==> src/sv/lzd_pkg.sv <==
// ----------------------------------------------------------------------------
// lzd_pkg
// Shared widths, constants and control types of the LZSS decoder.
// ----------------------------------------------------------------------------
package lzd_pkg;

  localparam int unsigned CodeWidth   = 8;
  localparam int unsigned PixelWidth  = 8;
  localparam int unsigned CountWidth  = 24;
  localparam int unsigned DataWidth   = 32;
  localparam int unsigned AddrWidth   = 3;
  localparam int unsigned WindowDepth = 4096;

  // first window position written after a stream start
  localparam logic [11:0] WriteStart = 12'hFEE;
  localparam logic [CountWidth-1:0] PixelReset = 24'd76800;

  localparam logic [4:0] MinMatch  = 5'd3;
  localparam logic [4:0] MaxMatch  = 5'd18;
  localparam logic [3:0] FlagCount = 4'd8;

  // register index of pixel_count
  localparam logic RegPixelCount = 1'b0;

  // window access request from the decoder
  typedef struct packed {
    logic clear;
    logic rd_en;
    logic wr_en;
  } win_ctrl_t;

endpackage

==> src/sv/lzd_in_if.sv <==
// ----------------------------------------------------------------------------
// lzd_in_if
// Compressed byte channel: valid/ready handshake with one code byte per item.
// ----------------------------------------------------------------------------
interface lzd_in_if;
  logic                             valid;
  logic                             ready;
  logic [lzd_pkg::CodeWidth-1:0]    code_byte;
  logic                             stream_start;

  modport source (output valid, code_byte, stream_start, input ready);
  modport sink   (input valid, code_byte, stream_start, output ready);
endinterface

==> src/sv/lzd_out_if.sv <==
// ----------------------------------------------------------------------------
// lzd_out_if
// Decoded byte channel: valid/ready handshake with one pixel per item.
// ----------------------------------------------------------------------------
interface lzd_out_if;
  logic                             valid;
  logic                             ready;
  logic [lzd_pkg::PixelWidth-1:0]   pixel;
  logic                             run_last;
  logic                             frame_end;

  modport source (output valid, pixel, run_last, frame_end, input ready);
  modport sink   (input valid, pixel, run_last, frame_end, output ready);
endinterface

==> src/sv/lzd_decoder.sv <==
// ----------------------------------------------------------------------------
// lzd_decoder
// Token parser and copy sequencer: flag bits, literals and window matches,
// output register and frame byte count.
// ----------------------------------------------------------------------------
module lzd_decoder #(
  parameter int unsigned WINDOW_DEPTH = lzd_pkg::WindowDepth,
  localparam int unsigned AW = $clog2(WINDOW_DEPTH)
) (
  input  logic                              clk_i,
  input  logic                              rst_ni,
  lzd_in_if.sink                            in_s,
  lzd_out_if.source                         out_m,
  input  logic [lzd_pkg::CountWidth-1:0]    pixel_count_i,
  output lzd_pkg::win_ctrl_t                win_ctrl_o,
  output logic [AW-1:0]                     win_rd_addr_o,
  output logic [AW-1:0]                     win_wr_addr_o,
  output logic [lzd_pkg::PixelWidth-1:0]    win_wr_data_o,
  input  logic [lzd_pkg::PixelWidth-1:0]    win_rd_data_i
);

  localparam logic [1:0] StIdle = 2'd0;
  localparam logic [1:0] StLit  = 2'd1;
  localparam logic [1:0] StCopy = 2'd2;

  logic [1:0]                       state_q, state_d;
  logic [AW-1:0]                    wp_q, wp_d, wp_e;
  logic [AW-1:0]                    src_q, src_d;
  logic [4:0]                       len_q, len_d;
  logic [7:0]                       bits_q, bits_d, bits_e;
  logic [3:0]                       left_q, left_d, left_e;
  logic [7:0]                       pend_q, pend_d, pend_e;
  logic                             phase_q, phase_d, phase_e;
  logic [lzd_pkg::CountWidth-1:0]   count_q, count_d, count_e, count_inc;
  logic                             fin_q, fin_d, fin_e;
  logic [lzd_pkg::PixelWidth-1:0]   lit_q, lit_d;
  logic                             out_valid_q, out_valid_d;
  logic [lzd_pkg::PixelWidth-1:0]   pixel_q, pixel_d, emit_byte;
  logic                             run_last_q, run_last_d;
  logic                             frame_end_q, frame_end_d;
  logic                             out_free, accept, start, done;
  logic [lzd_pkg::CodeWidth-1:0]    code;
  lzd_pkg::win_ctrl_t               win_ctrl;
  logic [AW-1:0]                    rd_addr;

  assign in_s.ready = (state_q == StIdle);
  assign accept     = in_s.valid && in_s.ready;
  assign start      = in_s.stream_start;
  assign code       = in_s.code_byte;
  assign out_free   = !out_valid_q || out_m.ready;

  // state as seen after an optional restart by this item
  assign wp_e    = start ? AW'(lzd_pkg::WriteStart) : wp_q;
  assign bits_e  = start ? '0 : bits_q;
  assign left_e  = start ? '0 : left_q;
  assign pend_e  = start ? '0 : pend_q;
  assign phase_e = start ? 1'b0 : phase_q;
  assign count_e = start ? '0 : count_q;
  assign fin_e   = start ? 1'b0 : fin_q;

  assign emit_byte = (state_q == StLit) ? lit_q : win_rd_data_i;
  assign count_inc = count_q + 1'b1;
  assign done      = count_inc >= pixel_count_i;

  always_comb begin
    state_d     = state_q;
    wp_d        = wp_q;
    src_d       = src_q;
    len_d       = len_q;
    bits_d      = bits_q;
    left_d      = left_q;
    pend_d      = pend_q;
    phase_d     = phase_q;
    count_d     = count_q;
    fin_d       = fin_q;
    lit_d       = lit_q;
    pixel_d     = pixel_q;
    run_last_d  = run_last_q;
    frame_end_d = frame_end_q;
    out_valid_d = out_valid_q && !out_m.ready;
    win_ctrl    = '0;
    rd_addr     = src_q;

    unique case (state_q)
      StIdle: begin
        if (accept) begin
          win_ctrl.clear = start;
          wp_d    = wp_e;
          bits_d  = bits_e;
          left_d  = left_e;
          pend_d  = pend_e;
          phase_d = phase_e;
          count_d = count_e;
          fin_d   = fin_e;
          if (!fin_e) begin
            if (count_e >= pixel_count_i) begin
              fin_d = 1'b1;
            end else if (phase_e) begin
              // second byte of a match: start the copy with the first read
              phase_d        = 1'b0;
              rd_addr        = AW'({code[7:4], pend_e});
              win_ctrl.rd_en = 1'b1;
              src_d          = rd_addr + 1'b1;
              len_d          = {1'b0, code[3:0]} + lzd_pkg::MinMatch;
              state_d        = StCopy;
            end else if (left_e == '0) begin
              bits_d = code;
              left_d = lzd_pkg::FlagCount;
            end else begin
              left_d = left_e - 1'b1;
              bits_d = bits_e >> 1;
              if (bits_e[0]) begin
                lit_d   = code;
                state_d = StLit;
              end else begin
                pend_d  = code;
                phase_d = 1'b1;
              end
            end
          end
        end
      end
      StLit, StCopy: begin
        if (out_free) begin
          win_ctrl.wr_en = 1'b1;
          wp_d           = wp_q + 1'b1;
          count_d        = count_inc;
          fin_d          = fin_q || done;
          out_valid_d    = 1'b1;
          pixel_d        = emit_byte;
          frame_end_d    = done;
          run_last_d     = (state_q == StLit) || done || (len_q == 5'd1);
          if ((state_q == StLit) || done || (len_q == 5'd1)) begin
            state_d = StIdle;
          end else begin
            win_ctrl.rd_en = 1'b1;
            src_d          = src_q + 1'b1;
            len_d          = len_q - 1'b1;
          end
        end
      end
      default: begin
        state_d = StIdle;
      end
    endcase
  end

  always_ff @(posedge clk_i or negedge rst_ni) begin
    if (!rst_ni) begin
      state_q     <= StIdle;
      wp_q        <= AW'(lzd_pkg::WriteStart);
      bits_q      <= '0;
      left_q      <= '0;
      pend_q      <= '0;
      phase_q     <= 1'b0;
      count_q     <= '0;
      fin_q       <= 1'b0;
      out_valid_q <= 1'b0;
      len_q       <= '0;
    end else begin
      state_q     <= state_d;
      wp_q        <= wp_d;
      bits_q      <= bits_d;
      left_q      <= left_d;
      pend_q      <= pend_d;
      phase_q     <= phase_d;
      count_q     <= count_d;
      fin_q       <= fin_d;
      out_valid_q <= out_valid_d;
      len_q       <= len_d;
    end
  end

  always_ff @(posedge clk_i) begin
    src_q       <= src_d;
    lit_q       <= lit_d;
    pixel_q     <= pixel_d;
    run_last_q  <= run_last_d;
    frame_end_q <= frame_end_d;
  end

  assign out_m.valid     = out_valid_q;
  assign out_m.pixel     = pixel_q;
  assign out_m.run_last  = run_last_q;
  assign out_m.frame_end = frame_end_q;

  assign win_ctrl_o    = win_ctrl;
  assign win_rd_addr_o = rd_addr;
  assign win_wr_addr_o = wp_q;
  assign win_wr_data_o = emit_byte;

  // a finished frame never leaves a literal or copy in flight
  a_no_work_after_end: assert property (@(posedge clk_i) disable iff (!rst_ni)
    !(fin_q && (state_q != StIdle)))
    else $error("decoder busy after frame end");

  a_copy_len_range: assert property (@(posedge clk_i) disable iff (!rst_ni)
    (state_q == StCopy) |-> ((len_q != '0) && (len_q <= lzd_pkg::MaxMatch)))
    else $error("copy length out of range");

  a_frame_end_closes_run: assert property (@(posedge clk_i) disable iff (!rst_ni)
    (out_valid_q && frame_end_q) |-> run_last_q)
    else $error("frame end without run end");

  a_wp_advances: assert property (@(posedge clk_i) disable iff (!rst_ni)
    win_ctrl.wr_en |=> (wp_q == AW'($past(wp_q) + 1'b1)))
    else $error("write pointer did not advance");

endmodule

==> src/flat_wrapper.sv <==
// flat-port wrapper written by rule: the top's interface ports become plain ports
module lzd_decoder_flat 
#(
  parameter int unsigned WINDOW_DEPTH = lzd_pkg::WindowDepth,
  localparam int unsigned AW = $clog2(WINDOW_DEPTH)
)
  (clk_i, rst_ni, pixel_count_i, win_ctrl_o, win_rd_addr_o, win_wr_addr_o, win_wr_data_o, win_rd_data_i, in_s_valid, in_s_code_byte, in_s_stream_start, in_s_ready, out_m_valid, out_m_pixel, out_m_run_last, out_m_frame_end, out_m_ready);
  lzd_in_if in_s_i ();
  lzd_out_if out_m_i ();
  input  logic clk_i;
  input  logic rst_ni;
  input  logic [lzd_pkg::CountWidth-1:0] pixel_count_i;
  output lzd_pkg::win_ctrl_t win_ctrl_o;
  output logic [AW-1:0] win_rd_addr_o;
  output logic [AW-1:0] win_wr_addr_o;
  output logic [lzd_pkg::PixelWidth-1:0] win_wr_data_o;
  input  logic [lzd_pkg::PixelWidth-1:0] win_rd_data_i;
  input wire logic [$bits(in_s_i.valid)-1:0] in_s_valid;
  input wire logic [$bits(in_s_i.code_byte)-1:0] in_s_code_byte;
  input wire logic [$bits(in_s_i.stream_start)-1:0] in_s_stream_start;
  output wire logic [$bits(in_s_i.ready)-1:0] in_s_ready;
  output wire logic [$bits(out_m_i.valid)-1:0] out_m_valid;
  output wire logic [$bits(out_m_i.pixel)-1:0] out_m_pixel;
  output wire logic [$bits(out_m_i.run_last)-1:0] out_m_run_last;
  output wire logic [$bits(out_m_i.frame_end)-1:0] out_m_frame_end;
  input wire logic [$bits(out_m_i.ready)-1:0] out_m_ready;
  assign in_s_i.valid = in_s_valid;
  assign in_s_i.code_byte = in_s_code_byte;
  assign in_s_i.stream_start = in_s_stream_start;
  assign in_s_ready = in_s_i.ready;
  assign out_m_valid = out_m_i.valid;
  assign out_m_pixel = out_m_i.pixel;
  assign out_m_run_last = out_m_i.run_last;
  assign out_m_frame_end = out_m_i.frame_end;
  assign out_m_i.ready = out_m_ready;
  lzd_decoder #(.WINDOW_DEPTH(WINDOW_DEPTH)) u_core (.clk_i(clk_i), .rst_ni(rst_ni), .in_s(in_s_i), .out_m(out_m_i), .pixel_count_i(pixel_count_i), .win_ctrl_o(win_ctrl_o), .win_rd_addr_o(win_rd_addr_o), .win_wr_addr_o(win_wr_addr_o), .win_wr_data_o(win_wr_data_o), .win_rd_data_i(win_rd_data_i));
endmodule
==> config.mk <==
export PLATFORM = sky130hd
export DESIGN_NAME = lzd_decoder_flat
export DESIGN_NICKNAME = d
export VERILOG_FILES = /design/src/sv/lzd_pkg.sv /design/src/sv/lzd_in_if.sv /design/src/sv/lzd_out_if.sv /design/src/sv/lzd_decoder.sv /design/src/flat_wrapper.sv
export SDC_FILE = /design/constraint.sdc
export NUM_CORES = 1
export LEC_CHECK = 0
export ABC_AREA = 1
export BUFFER_PORTS_ARGS = -buffer_cell sky130_fd_sc_hd__buf_2
export CORE_UTILIZATION = 50
export CTS_CLUSTER_DIAMETER = 100
export DETAILED_ROUTE_END_ITERATION = 8
export PLACE_DENSITY = 0.67
export RECOVER_POWER = 25
export SLEW_MARGIN = 5
export SYNTH_ARGS = -nofsm -noshare
export SYNTH_HDL_FRONTEND = slang
export SYNTH_SLANG_ARGS = --single-unit
export TNS_END_PERCENT = 1
==> constraint.sdc <==
create_clock -name clk_i -period 3.8 [get_ports clk_i]
set_input_delay 0.19 -clock clk_i [delete_from_list [all_inputs] [get_ports clk_i]]
set_output_delay 0.19 -clock clk_i [all_outputs]
set_load 0.05 [all_outputs]
==> results of run 1 <==
==> per-layer routing <==
metal  routed length (um)  global-route usage [%]  up-vias
met5                    0                       0        -
met4                  254                    6.55        0
met3                  959                    4.37       18
met2                 8290                    40.5      153
met1                 8790                    36.4     3084
li1                     -                       -     3445
==> placed cells by master (no fill, tap or decap), types with 8 or more instances in the layout <==
master       n
clkbuf_1    24
dfrtp_1     56
clkbuf_16    9
a21oi_1     31
buf_2       66
mux2_2       8
ha_1        56
nor2_1      89
a22oi_1     19
inv_1      160
nand3_1     50
nor3_1      12
xor2_1      25
buf_4       12
nand2_2      8
nand4_1     28
o21ai_1     22
dfstp_2     10
o21ai_0     38
nand2_1    278
edfxtp_1    30
==> layout make-up <==
type / instances / area (um^2) / share of cell area, %
Sequential cell: 96 / 2560 / 31.0
Clock buffer: 9 / 225 / 2.72
Clock inverter: 7 / 62.6 / 0.757
Multi-Input combinational cell: 720 / 4020 / 48.6
Inverter: 167 / 629 / 7.61
Timing Repair Buffer: 105 / 543 / 6.57
Tap cell: 180 / 225 / 2.72
==> path summary, 6_finish.rpt <==
| check | from | to | slack (ns) | cells after the start |
|---|---|---|---|---|
| max | u_core.count_q[0]$_DFFE_PN0P_ | win_ctrl_o[1] | 0.29 | 19 |
| min | in_s_code_byte[3] | u_core.lit_q[3]$_DFFE_PP_ | 0.03 | 1 |
| max reg2reg | u_core.count_q[5]$_DFFE_PN0P_ | u_core.src_q[0]$_DFFE_PP_ | 0.39 | 21 |
| min reg2reg | u_core.win_wr_addr_o[11]$_DFFE_PN1P_ | u_core.win_wr_addr_o[11]$_DFFE_PN1P_ | 0.48 | 2 |
| max in group asynchronous | rst_ni | u_core.bits_q[7]$_DFFE_PN0P_ | 1.43 | 3 |
| min in group asynchronous | rst_ni | u_core.count_q[11]$_DFFE_PN0P_ | 0.97 | 2 |
==> kinds of logic after synthesis <==
group | after synthesis | synth area share [%]
AND/OR/NAND/NOR | 495 | 29.7
flip-flops | 96 | 35.2
multiplexers | 10 | 1.51
buffers and inverters | 189 | 10.3
AO/OA/AOI/OAI | 132 | 10.4
adder cells (fa/ha/maj) | 57 | 9.79
XOR/XNOR | 26 | 3.13
==> flip-flops by register name (all words and copies together), names as in the netlist <==
| signal | count |
|---|---|
| u_core.pend_q | 8 |
| u_core.win_wr_addr_o | 12 |
| u_core.bits_q | 8 |
| u_core.state_q | 2 |
| u_core.out_m.frame_end | 1 |
| u_core.src_q | 12 |
| u_core.out_m.pixel | 8 |
| u_core.out_m.run_last | 1 |
| u_core.lit_q | 8 |
| u_core.out_m.valid | 1 |
| u_core.fin_q | 1 |
| u_core.phase_q | 1 |
| u_core.len_q | 5 |
| u_core.count_q | 24 |
| u_core.left_q | 4 |
==> through the flow <==
stage | setup TNS (ns) | instance area, um^2 | hold WS [ns] | setup slack, ns | util [%]
finish | 0 | 8270 | 0.0303 | 0.288 | 58.9
global route | -0.00731 | 8270 | 0.0166 | -0.00731 | 58.9
CTS | 0 | 8220 | 0.0167 | 0.0602 | 58.6
detailed placement | 0 | 7930 | 0.350 | 0.254 | 56.4
global placement | 0 | 7930 | 0.348 | 0.365 | 56.4
floorplan | 0 | 7280 | -0.106 | 0.315 | -
==> worst max-delay path, cell delays in order (launching register included) <==
cell	delay [ns]
dfrtp_1	0.38
ha_2	0.23
nand3_2	0.11
nor2_2	0.13
inv_1	0.07
nor2_1	0.14
nand3_1	0.13
nor2_2	0.18
nand2_1	0.08
xor2_1	0.18
inv_1	0.06
ha_1	0.26
nand2_1	0.06
nor2_1	0.05
nand4_1	0.09
nor2_1	0.07
a21oi_1	0.19
nand4_1	0.17
a21oi_2	0.21
buf_6	0.18
==> power by group <==
group	internal, W	switching [W]
sequential	0.00152	0.000209
combinational	0.000912	0.00250
clock	0.000459	0.000447
==> cells in the mapped netlist (2+ instances only) <==
library cell	n
o22ai_1	6
mux2_2	8
ha_1	57
mux2i_1	2
a22oi_1	19
nor3_4	2
clkbuf_1	7
dfstp_2	10
nor3_2	6
inv_2	5
o21ai_0	38
nor2_4	2
nor2_1	91
o21ai_1	23
o21ai_2	3
o221ai_1	2
buf_6	3
nor4_1	2
nor2_2	4
a31oi_1	2
xor2_1	26
nand3_2	2
and2_1	2
a21oi_1	33
inv_1	160
nand2_1	281
a21o_1	2
nand4_1	28
nand3_1	51
edfxtp_1	30
or2_2	3
dfrtp_1	56
buf_2	10
nor3_1	13
nand2_2	5
==> what timing repair did <==
item / in CTS / in global routing
endpoints found under the setup margin: 0 / 13
endpoints found under the hold margin: 25 / 0
hold buffers: 1 / 0
setup buffers: 0 / 2
resized for setup: 0 / 17
==> impl_metrics.ini, run 1 <==
[grt]
grt_pass1_wl_um = 30000
grt_pass1_vias = 6245
antenna_found_initial = 0
gr-total-overflow = 0
grt_max_degree = 37
grt_usage_pct = 25.7

[sta]
slew_violations = 37
setup_violations = 0
period_share_pct = 92.4
slew_headroom_pct = -39.1
fmax_ghz = 0.285
hold_viol = 0
final.min_clock_period_ns = 3.51
worst_clock_skew_ns = 0.0106
worstMarginPinSlew_ns = 2.09

[yosys]
syn_area_per_cell_um2 = 7.25
synthCells = 1005
netlist_area_um2 = 7280
synth.distinct_cells = 46
yosys_warnings = 0
async_flop_share_pct = 68.8
ys.flop_type = dfrtp_1
synth_top_area_share_pct = 19.2
syn-num-nets = 1107
synth_area_leaders = dfrtp_1 (19%), nand2_1 (14%), edfxtp_1 (12%)
ys_ff_latch = 96
ys_seq_area_share_pct = 35.2
yosysTopAreaCell = dfrtp_1
synth_edf_count = 30

[pwr]
leakage_nw = 4.41
max-vdd-ir-drop_mv = 0.578
power.total_w = 0.00604
power_density_nw_per_um2 = 731

[floorplan]
num_rows = 43
dieArea_um2 = 15100
num_io_pins = 92
core_area_um2 = 14000
fp.dieW_um = 123
die_h_um = 123
start_util_pct = 51.9

[cts]
cts-root-buf = clkbuf_16
htreeDepth = 3
numCtsBuffers = 9
clk_latency_ns = 0.36
cts_tree = done
clk_path_buf_depth = 2
cts.clk_slew.worst_paths_ns = 0.08
clock-sinks = 96

[finish]
nNetsFinal = 1201
syn2layout_area_growth_pct = 13.5
antennaDiodeCount = 0
layout.cells.non_filler = 1284
drive_gt1_share_pct = 14.5
fillers = 1392

[critical_path]
worstPathRequired_ns = 3.61
path_max_fanout = 4
end_kind = output port
arrival_ns = 3.32
start_kind = flop
crit_type = reg -> out

[placement]
io_buffers = 91
gp_congestion = 0.950
dp.cells = 1265
dp_hpwl_um = 13800

[route]
first_pass_iters = 5
ant_nets = 0
vias = 6700
viasPerCell = 5.22
initialDrtViolationCount = 441
drt_wl_total_um = 18300
drc_errors = 0
avgRoutedWirePerCell_um = 14.2

[run_status]
violations = max-capacitance violations, max-slew violations
outcome = complete, but fails checks

[worst_hold_path]
hold_class = in -> reg

[run]
cap_violations = 1
Note: power is estimated with default switching activity, not from simulation.
==> inputs of run 2 (changes only) <==
- CORE_UTILIZATION: 50 -> 51
- CTS_BUF_LIST: unset -> sky130_fd_sc_hd__clkbuf_16
- HOLD_SLACK_MARGIN: unset -> 0.05
- PLACE_DENSITY: 0.67 -> 0.69
==> impl_metrics.ini, run 2 (same netlist as run 1, synthesis figures left out) <==
[floorplan]
die_h_um = 122
num_io_pins = 92
dieArea_um2 = 14800
num_rows = 43
fp.dieW_um = 122
core_area_um2 = 13900
start_util_pct = 52.5

[sta]
fmax_ghz = 0.286
worst_clock_skew_ns = 0.00817
rsz0062_at_grt = no
worstMarginPinSlew_ns = 1.38
setup_violations = 0
period_share_pct = 92.1
slew_headroom_pct = 8.20
setup_tns_ns = 0
slew_violations = 0
hold_viol = 0
final.min_clock_period_ns = 3.50
fin_ws_ns = 0.300

[critical_path]
crit_end = win_ctrl_o[1]
crit-reg2reg-capture = u_core.src_q[5]$_DFFE_PP_
path_max_fanout = 4
rrSetupSlack_ns = 0.39
worstRegToRegCells = 21
worstPathRequired_ns = 3.61
arrival_ns = 3.31
rr_startpoint = u_core.count_q[3]$_DFFE_PN0P_
crit_type = reg -> out
startpoint = u_core.count_q[0]$_DFFE_PN0P_
end_kind = output port
start_kind = flop

[route]
viasPerCell = 5.29
ant_nets = 0
avgRoutedWirePerCell_um = 14.3
vias = 6819
drt_wl_total_um = 18400
initialDrtViolationCount = 489
drc_errors = 0
first_pass_iters = 7

[finish]
antennaDiodeCount = 0
syn2layout_area_growth_pct = 13.9
finalInstanceArea_um2 = 8290
top_register = u_core.count_q
layout_commonest_cell = nand2_1
drive_gt1_share_pct = 13.0
nNetsFinal = 1207
largest_register_ffs = 24
layout_common_cells = nand2_1 (279), inv_1 (162), nor2_1 (89), buf_2 (59), ha_1 (56)

[placement]
pre_cts_slack_ns = 0.314
dpl_cell_area_um2 = 7920
dp_hpwl_um = 14000
gp_congestion = 0.893
io_buffers = 91

[grt]
antenna_found_initial = 0
grt_usage_pct = 26.7
gr-total-overflow = 0
grt_pass1_wl_um = 30900
grt_pass1_vias = 6346
grt_max_degree = 43

[pwr]
power.total_w = 0.00604
max-vdd-ir-drop_mv = 0.601
power_density_nw_per_um2 = 728
leakage_nw = 4.41

[cts]
clk_latency_ns = 0.36
clk_path_buf_depth = 2
cts.clk_slew.worst_paths_ns = 0.07
cts_tree = done
numCtsBuffers = 9
clock-sinks = 96
cts-root-buf = clkbuf_16
htreeDepth = 3

[run_status]
outcome = finished clean

[run]
cap_violations = 0

[worst_hold_path]
hold_class = in -> reg
## run 2: cell count changes in the layout (fill, tap and decap cells not counted), sizes merged
cell | before | now
clkinvlp | 1 | 0
clkbuf | 33 | 41
bufinv | 0 | 1
buf | 80 | 71
inv | 170 | 168
dlygate4sd3 | 1 | 8
clkinv | 3 | 5
## run 2: what timing repair did
| action | in CTS | in global routing |
|---|---|---|
| buffers inserted | 0 | 2 |
| resized for setup | 0 | 11 |
| endpoints found under the setup margin | 0 | 13 |
| hold buffers | 8 | 0 |
| hold endpoints to repair | 21 | 0 |
## run 2: layout make-up
| cell class | count | area, um^2 |
|---|---|---|
| Clock buffer | 9 | 225 |
| Clock inverter | 7 | 63.8 |
| Fill cell | 1321 | 5590 |
| Inverter | 167 | 629 |
| Multi-Input combinational cell | 720 | 3990 |
| Sequential cell | 96 | 2570 |
| Tap cell | 180 | 225 |
| Timing Repair Buffer | 111 | 591 |
## run 2: worst min-delay path by stage
stage	slack (ns)	depth (start not counted)	to	startpoint
after CTS	0.07	1	u_core.lit_q[0]$_DFFE_PP_	in_s_code_byte[0]
after detailed placement	0.22	1	u_core.count_q[14]$_DFFE_PN0P_	rst_ni
after global routing	0.15	2	u_core.out_m.pixel[1]$_DFFE_PP_	win_rd_data_i[1]
after floorplan	-0.11	0	u_core.bits_q[0]$_DFFE_PN0P_	rst_ni
after global placement	0.21	1	u_core.count_q[14]$_DFFE_PN0P_	rst_ni
final	0.15	2	u_core.out_m.pixel[5]$_DFFE_PP_	win_rd_data_i[5]
## run 2: per-layer routing
layer | up-vias | routed length [um] | GRT usage (%)
li1 | 3475 | - | -
met5 | - | 0 | 0
met3 | 22 | 1080 | 4.46
met1 | 3123 | 8630 | 37.5
met2 | 199 | 8450 | 41.9
met4 | 0 | 293 | 8.10
## run 2: through the flow
| stage | instances | hold slack, ns | utilization [%] |
|---|---|---|---|
| after global placement | 1264 | 0.213 | 57.0 |
| after CTS | 1288 | 0.0683 | 59.7 |
| after detailed placement | 1264 | 0.216 | 57.0 |
| after floorplan | 1005 | -0.106 | - |
| after global routing | 1290 | 0.147 | 59.7 |
| final | 1290 | 0.147 | 59.7 |
## run 2: power breakdown
| group | internal, W | switching, W |
|---|---|---|
| clock network | 0.000506 | 0.000408 |
| registers | 0.00152 | 0.000225 |
| logic | 0.000895 | 0.00249 |
| total | 0.00292 | 0.00312 |
## run 2: critical path, cell delays in order (launching register included)
cell     delay, ns
dfrtp_1       0.39
ha_2          0.23
nand3_1       0.14
nor2_2        0.17
inv_1         0.07
nor2_1        0.14
nand3_1       0.12
nor2_2        0.15
nand2_1       0.08
xor2_1        0.16
inv_1         0.07
ha_1          0.27
nand2_1       0.06
nor2_1        0.05
nand4_1       0.10
nor2_1        0.07
a21oi_1       0.19
nand4_1       0.13
a21oi_1       0.15
buf_4         0.23
==> inputs of run 3 (changes only) <==
- PLACE_DENSITY: 0.69 -> 0.71
- clock period: 3.8 -> 2.9 ns (I/O delays scaled with it)
==> impl_metrics.ini, run 3 (same netlist as run 1, synthesis figures left out) <==
[grt]
gr-total-overflow = 0
grt_pass1_vias = 6788
grt_usage_pct = 27.3
grt_max_degree = 37
grt_pass1_wl_um = 31700
antenna_found_initial = 0

[route]
drc_errors = 0
drt_wl_total_um = 19500
initialDrtViolationCount = 470
first_pass_iters = 5
avgRoutedWirePerCell_um = 14.2
viasPerCell = 5.24
vias = 7179
ant_nets = 0

[sta]
fmax_ghz = 0.300
final.min_clock_period_ns = 3.34
slew_headroom_pct = -25.7
worst_clock_skew_ns = 0.0126
worstMarginPinSlew_ns = 1.89
setup_violations = 34
hold_viol = 0
holdWs_ns = 0.110
rsz0062_at_grt = yes
period_share_pct = 115
fin_ws_ns = -0.435
slew_violations = 31

[floorplan]
start_util_pct = 52.5
core_area_um2 = 13900
die_h_um = 122
dieArea_um2 = 14800
num_rows = 43
fp.dieW_um = 122
num_io_pins = 92

[cts]
clock-sinks = 96
clk_latency_ns = 0.36
cts.clk_slew.worst_paths_ns = 0.07
cts-root-buf = clkbuf_16
cts_tree = done
numCtsBuffers = 9
htreeDepth = 3
clk_path_buf_depth = 2

[critical_path]
start_kind = flop
worstPathRequired_ns = 2.76
cpMaxStageDelayCell = dfrtp_1
end_kind = output port
max_stage_delay_ns = 0.42
arrival_ns = 3.19
startpoint = u_core.count_q[1]$_DFFE_PN0P_
rr_startpoint = u_core.count_q[0]$_DFFE_PN0P_
cp_cell_sequence = inv_2 -> nor3_4 -> nand2_2 -> inv_2 -> buf_4 -> buf_4 -> nand2_2 -> xor2_1 -> inv_1 -> ha_4 -> nand2_2 -> o21bai_4 -> buf_4 -> nand3_2 -> a21oi_2 -> nand4_1 -> a21oi_2 -> buf_12
path_max_fanout = 3
crit_type = reg -> out

[run_status]
violations = max-capacitance violations, max-slew violations, negative setup slack
outcome = complete, but fails checks

[placement]
gp_congestion = 0.879
dpl_cell_area_um2 = 8490
dp_hpwl_um = 14400
io_buffers = 91

[pwr]
leakage_nw = 4.88
power.total_w = 0.00835
power_density_nw_per_um2 = 898
max-vdd-ir-drop_mv = 0.749

[finish]
top_register = u_core.count_q
layout_common_cells = nand2_1 (269), inv_1 (154), buf_4 (89), nor2_1 (79), buf_2 (57)
antennaDiodeCount = 0
nNetsFinal = 1288
drive_gt1_share_pct = 24.2
fillers = 1172
largest_register_ffs = 24
finalInstanceArea_um2 = 9300
syn2layout_area_growth_pct = 27.7
layout_commonest_cell = nand2_1

[worst_hold_path]
min_from = win_rd_data_i[5]
hold_class = in -> reg

[run]
cap_violations = 1
==> run 3: cell type report <==
cell class / count / area (um^2) / share of cell area [%]
clock inverter: 7 / 38.8 / 0.417
multi-input combinational: 720 / 4270 / 46.0
clock buffer: 9 / 225 / 2.42
timing repair buffer: 192 / 1340 / 14.4
tap: 180 / 225 / 2.42
sequential: 96 / 2560 / 27.6
inverter: 167 / 636 / 6.83
==> run 3: timing repair <==
item / 4_1_cts / 5_1_grt
hold buffers: 10 / 0
setup endpoints to repair: 30 / 35
endpoints found under the hold margin: 39 / 0
pin swaps: 14 / 29
resized for setup: 32 / 53
buffers inserted: 7 / 10
==> run 3: worst paths after layout <==
check | end | slack, ns | depth (start not counted)
min reg2reg | u_core.win_wr_addr_o[11]$_DFFE_PN1P_ | 0.48 | 2
max | win_ctrl_o[1] | -0.44 | 18
min | u_core.out_m.pixel[5]$_DFFE_PP_ | 0.11 | 2
max in group asynchronous | u_core.phase_q$_DFFE_PN0P_ | 0.96 | 2
min in group asynchronous | u_core.count_q[13]$_DFFE_PN0P_ | 0.83 | 2
max reg2reg | u_core.src_q[3]$_DFFE_PP_ | -0.37 | 22
==> run 3: report_power, final <==
group	internal [W]	total, W	leakage, nW	switching [W]
sequential	0.00199	0.00228	1.11	0.000289
combinational	0.00154	0.00495	3.63	0.00341
clock	0.000576	0.00112	0.140	0.000543
==> run 3: worst max-delay path: cells and delay by family (launching register included) <==
family	cells	cell delay (ns)
xor gates and xnor gates	1	0.20
DFF	1	0.42
and+or+nand+nor	6	0.69
AOI/OAI and AO/OA	3	0.50
adders and majority gates	1	0.23
buffers and inverters	7	0.79
==> run 3: layer usage <==
| layer | up-vias | wire length [um] | track usage, % |
|---|---|---|---|
| met4 | 0 | 478 | 10.4 |
| met3 | 42 | 1090 | 3.95 |
| met2 | 218 | 9200 | 44.6 |
| met5 | - | 0 | 0 |
| met1 | 3301 | 8740 | 36.6 |
| li1 | 3618 | - | - |
==> run 3: per-stage QoR <==
step | setup TNS (ns) | utilization (%) | setup WS, ns | instances
6_report | -6.51 | 67.0 | -0.435 | 1371
5_1_grt | -13.20 | 67.0 | -0.601 | 1371
4_1_cts | -7.03 | 64.9 | -0.461 | 1361
3_5_place_dp | -4.06 | 61.1 | -0.282 | 1328
3_3_place_gp | -2.34 | 61.1 | -0.186 | 1328
2_1_floorplan | -0.901 | - | -0.0552 | 1005
